--- config.mk ---
export PLATFORM = sky130hd
export DESIGN_NAME = pid_ctrl
export DESIGN_NICKNAME = d
export VERILOG_FILES = /design/src/rtl/pid_pkg.sv /design/src/rtl/pid_ctrl.sv
export VERILOG_INCLUDE_DIRS = /design/src /design/src/rtl
export SDC_FILE = /design/constraint.sdc
export NUM_CORES = 1
export LEC_CHECK = 0
export ABC_AREA = 1
export BUFFER_PORTS_ARGS = -buffer_cell sky130_fd_sc_hd__buf_2
export CAP_MARGIN = 10
export CORE_AREA = 3 3 40 42
export CTS_BUF_LIST = sky130_fd_sc_hd__clkbuf_16
export DETAILED_ROUTE_END_ITERATION = 10
export DIE_AREA = 0 0 43 45
export PLACE_DENSITY = 0.47
export SLEW_MARGIN = 20
export SYNTH_ARGS = -nofsm -noshare
export SYNTH_HDL_FRONTEND = slang
export SYNTH_SLANG_ARGS = --single-unit
export TNS_END_PERCENT = 20
--- constraint.sdc ---
create_clock -name clk -period 2.1 [get_ports clk]
set_input_delay 0.105 -clock clk [delete_from_list [all_inputs] [get_ports clk]]
set_output_delay 0.105 -clock clk [all_outputs]
set_load 0.005 [all_outputs]
--- src/rtl/prioritized_interrupt_dispatcher_defines.svh ---
// assertion macros shared by the dispatcher modules
// no dependencies
`ifndef PRIORITIZED_INTERRUPT_DISPATCHER_DEFINES_SVH
`define PRIORITIZED_INTERRUPT_DISPATCHER_DEFINES_SVH

// implication checked on every clock edge outside reset
`define PID_ASSERT(label, clk, rst, prop, msg) \
  label: assert property (@(posedge clk) disable iff (rst) (prop)) else $error(msg);

// implication checked on every clock edge, reset included
`define PID_ASSERT_ALWAYS(label, clk, prop, msg) \
  label: assert property (@(posedge clk) (prop)) else $error(msg);

`endif

--- src/rtl/pid_pkg.sv ---
// shared types and constants for the interrupt dispatcher
// no dependencies
`timescale 1ns / 1ps
package pid_pkg;

  localparam int TimeW = 63;
  localparam int AddrW = 32;

  typedef enum logic [3:0] {
    CMD_CHECK     = 4'd0,
    CMD_KEYPRESS  = 4'd1,
    CMD_RETURN    = 4'd2,
    CMD_ARM_TICK  = 4'd3,
    CMD_DIS_TICK  = 4'd4,
    CMD_ARM_PORT  = 4'd5,
    CMD_DIS_PORT  = 4'd6,
    CMD_ARM_ANY   = 4'd7,
    CMD_DIS_ANY   = 4'd8,
    CMD_ARM_KEY   = 4'd9,
    CMD_DIS_KEY   = 4'd10,
    CMD_PAUSE     = 4'd11,
    CMD_RESUMEQ   = 4'd12,
    CMD_RXLEVEL   = 4'd13,
    CMD_CLEAR     = 4'd14,
    CMD_NOP       = 4'd15
  } cmd_t;

  typedef enum logic [2:0] {
    KIND_NONE = 3'd0,
    KIND_ANY  = 3'd1,
    KIND_KEY  = 3'd2,
    KIND_TICK = 3'd3,
    KIND_PORT = 3'd4
  } kind_t;

  typedef enum logic [1:0] {
    ERR_OK     = 2'd0,
    ERR_NOINT  = 2'd1,
    ERR_BADIDX = 2'd2
  } err_t;

  typedef enum logic [2:0] {
    ST_IDLE,
    ST_EXEC,
    ST_TICK,
    ST_PORT,
    ST_DONE
  } state_t;

  typedef struct packed {
    logic       load;
    logic       exec;
    logic       scan_tick;
    logic       scan_port;
    logic       finish;
  } ctl_cmd_t;

  typedef struct packed {
    logic       is_check;
    logic       check_go;
    logic       quick_hit;
    logic       hit;
    logic       tick_last;
    logic       port_last;
  } ctl_stat_t;

  function automatic logic [TimeW-1:0] sat_add(input logic [TimeW-1:0] a,
                                               input logic [TimeW-1:0] b);
    logic [TimeW:0] s;
    s = {1'b0, a} + {1'b0, b};
    return s[TimeW] ? {TimeW{1'b1}} : s[TimeW-1:0];
  endfunction

endpackage

--- src/rtl/pid_ctrl.sv ---
// sequencer for the interrupt dispatcher
// depends on pid_pkg and prioritized_interrupt_dispatcher_defines.svh
`timescale 1ns / 1ps
`include "prioritized_interrupt_dispatcher_defines.svh"
module pid_ctrl
  import pid_pkg::*;
(
  input  logic      clk,
  input  logic      rst,
  input  logic      in_valid,
  output logic      in_ready,
  output logic      out_valid,
  input  logic      out_ready,
  input  ctl_stat_t stat,
  output ctl_cmd_t  cmd
);

  state_t state, state_next;

  always_ff @(posedge clk) begin
    if (rst) state <= ST_IDLE;
    else state <= state_next;
  end

  always_comb begin
    state_next = state;
    cmd = '0;
    in_ready = 1'b0;
    out_valid = 1'b0;
    unique case (state)
      ST_IDLE: begin
        in_ready = 1'b1;
        if (in_valid) begin
          cmd.load = 1'b1;
          state_next = ST_EXEC;
        end
      end
      ST_EXEC: begin
        if (stat.is_check && stat.check_go && !stat.quick_hit) begin
          state_next = ST_TICK;
        end else begin
          cmd.exec = 1'b1;
          state_next = ST_DONE;
        end
      end
      ST_TICK: begin
        cmd.scan_tick = 1'b1;
        if (stat.hit) state_next = ST_DONE;
        else if (stat.tick_last) state_next = ST_PORT;
      end
      ST_PORT: begin
        cmd.scan_port = 1'b1;
        if (stat.hit || stat.port_last) state_next = ST_DONE;
      end
      ST_DONE: begin
        out_valid = 1'b1;
        if (out_ready) begin
          cmd.finish = 1'b1;
          state_next = ST_IDLE;
        end
      end
      default: state_next = ST_IDLE;
    endcase
  end

  `PID_ASSERT(a_ready_idle, clk, rst, in_ready |-> state == ST_IDLE, "ready outside idle")
  `PID_ASSERT(a_done_after, clk, rst, $rose(out_valid) |-> $past(state) != ST_IDLE, "beat without work")
  `PID_ASSERT(a_one_op, clk, rst, $countones({cmd.load, cmd.exec, cmd.scan_tick, cmd.scan_port, cmd.finish}) <= 1, "overlapping commands")

endmodule

==> impl_summary.md <==
Floorplanning
The floorplan core area is 1280 um^2. The number of placement rows is 13. From left edge to right edge, the die measures about 43 um. Pin placement for this block handled 17 I/O pins. The initial core utilization is approximately 22%. The height of the chip is roughly 45 um. The die outline area is around 1900 um^2.

CTS
TritonCTS built the clock tree. The count of H-tree levels built during CTS is 1. At the later pin of the worst-skew pair, clock insertion delay measures about 0.22 ns.

The CTS clock-pin slew for the worst setup and hold paths is about 0.030 ns. Buffers inserted during clock tree synthesis total 3. After clock tree synthesis, the repair step resized 0 gates. The post-CTS setup repair buffer count is 0. The root buffer cell is sky130_fd_sc_hd__clkbuf_16.

The total number of clock tree sinks is 3. The hold buffer count at CTS is 0. The deepest clock path buffer count is 2.

Layout
The count of non-filler cells in the finished layout is 86. 0 antenna diodes ended up in the layout. The flip-flop count of the largest register after layout is 3.

The share of the core filled with cells in the final layout is approximately 36%. Of the cells placed in the final design, the portion with a size suffix greater than 1 is ~48%. The register with the most flip-flops in the final layout is state. After the last flow step, the layout net total stands at approximately 80. The largest registers in the layout are state: 3 flops.

Relative to the synthesized area, the layout overhead comes to 61.7%.

Global route
The initial antenna violation count is 0. The first global-routing pass estimated approximately 1200 um of wire. Entering global routing, the biggest net connects 7 pins.

The overall overflow remaining after global route is 0. The number of global-route vias before repair is 300. Global routing used 8.56% of the available tracks.

Synthesis
In this run the mean area of a mapped cell was ~5.6 um^2. The count of yosys warnings during synthesis is 0. Synthesis produced a netlist whose cell count is slightly above 50. The sequential-to-total area share from yosys stat is around a fifth. The post-synthesis net count is between 60 and 70.

The synthesized netlist occupies a cell area of roughly 290 um^2. In this run, synthesis produced a sequential element count of 3. The count of distinct cell types in the synthesized netlist is 16.

Timing
Setup violations remaining at the end of the flow were counted as 0. The final critical path takes up roughly 60% of the cycle. The setup TNS is 0 ns. In this run the tightest slew margin relative to its limit is between 80% and 90%.

For the final database, setup skew stands at approximately 0.0023 ns. Setup repair after global routing left no endpoint under its margin. The worst-margin pin slew is 0.249 ns. The count of endpoints failing hold in the final timing report is 0. Based on the critical path, the design can be clocked at up to 799 MHz. The total count of max-transition violations in the final report is 0. After layout, the minimum clock period comes to 1.25 ns.

Pwr
The total power per unit cell area is around 1500 nW/um^2. Across the VDD grid, the largest voltage drop is 842 uV. Summed over all cells, the static leakage comes to ~0.28 nW.

Routing
The number of vias in the routed layout is between 300 and 400. The DRC violation count after routing is 0. The first-pass detailed-route iteration total is 4. Using the TritonRoute via totals, the vias-per-cell ratio works out to around 4. The routed length per instance is a little under 8 um. The final routed wirelength across all metal layers is between 600 and 700 um.

The count of antenna-violating nets left after detailed routing is 0. For this block, the initial DRC count from the detailed router was 9.

Worst setup path
STA classifies the critical path endpoint as an output port. The critical path class is register to output port. The flop-to-flop setup slack is roughly 0.95 ns. The required time of the worst setup path is 2.00 ns. The worst setup path is launched from a register. The worst register-to-register path has a depth of 9. Of all nets on the critical path, the largest fanout is 5. The data arrival time of the worst path is 1.15 ns.

Hold path
The worst hold path passes through 2 cells. The path class of the tightest hold or removal check is input port to register.

Placed design
The cell count after placement is just over 80. The detailed placement HPWL is about 570 um. The number of buffers inserted by port buffering is 16.

The congestion estimate from routability-driven global placement came to about 0.72.

Run
Max-cap violations in this run came to 0.

Status
The flow ran to the end, and the final reports show no timing, DRC or antenna violations.
-- Yosys cell counts (all sizes together) --
master  instances  share of area (%)
nand2          15                 23
nand3b          1                2.6
o21ai           1                1.7
dfxtp           3                 21
a21oi           1                1.7
or2             1                2.2
nor4            1                2.2
nor2           12                 19
nor3            2                5.2
nand3           3                7.0
inv            11                 14
-- kinds of logic after synthesis --
logic type / Yosys count / synth area share, %
and+or+nand+nor: 35 / 61.3
buffers and inverters: 11 / 14.3
DFF: 3 / 20.9
AOI/OAI and AO/OA: 2 / 3.47
-- through the flow --
step / power, mW / area (um^2) / worst slack, ns / hold WS [ns]
2_1_floorplan: 0.302 / 288 / 1.05 / 0.174
3_3_place_gp: 0.393 / 387 / 0.934 / 0.313
3_5_place_dp: 0.390 / 387 / 0.939 / 0.315
4_1_cts: 0.693 / 465 / 0.837 / 0.0848
5_1_grt: 0.752 / 465 / 0.684 / 0.102
6_report: 0.680 / 465 / 0.848 / 0.0861
-- placed cells by master, fill, tap and decap left out, drive strengths merged --
master and n:
buf 16, nand2 15, nor2 12, inv 12, clkbuf 3, dfxtp 3
nand3 3, nor3 2, nor4 1, nand3b 1, or2 1, o21ai 1
a21oi 1
-- worst max-delay path, stage by stage, from the launching register on --
cell	delay, ns
sky130_fd_sc_hd__dfxtp_1	0.44
sky130_fd_sc_hd__inv_1	0.11
sky130_fd_sc_hd__nor4_1	0.22
sky130_fd_sc_hd__buf_2	0.15
-- worst paths after layout --
| path | startpoint | end |
|---|---|---|
| worst max-delay path | state[2] | cmd[0] |
| worst min-delay path | rst | state[2] |
| worst max register to register | state[1] | state[0] |
| worst min register to register | state[2] | state[2] |
-- power breakdown --
group | switching (mW) | total, mW | internal (mW) | leakage, nW
sequential | 0.0410 | 0.121 | 0.0797 | 0.0247
clock | 0.0479 | 0.293 | 0.245 | 0.0423
combinational | 0.156 | 0.266 | 0.110 | 0.211
total | 0.245 | 0.680 | 0.435 | 0.278
-- layer usage --
layer  wire length [um]  up-vias  GRT usage [%]
li1                   -      195              -
met1                324      142           11.3
met2                294       11           12.3
met3                 64        0           4.78
met4                  0        0           1.81
met5                  0        -              0
-- layout make-up --
cell class | count | area [um^2]
Inverter | 11 | 41.3
Clock inverter | 1 | 3.75
Fill cell | 144 | 820
Clock buffer | 3 | 75.1
Sequential cell | 3 | 60.1
Tap cell | 15 | 18.8
Multi-Input combinational cell | 37 | 186
Timing Repair Buffer | 16 | 80.1
(Power assumes the default switching activity.)
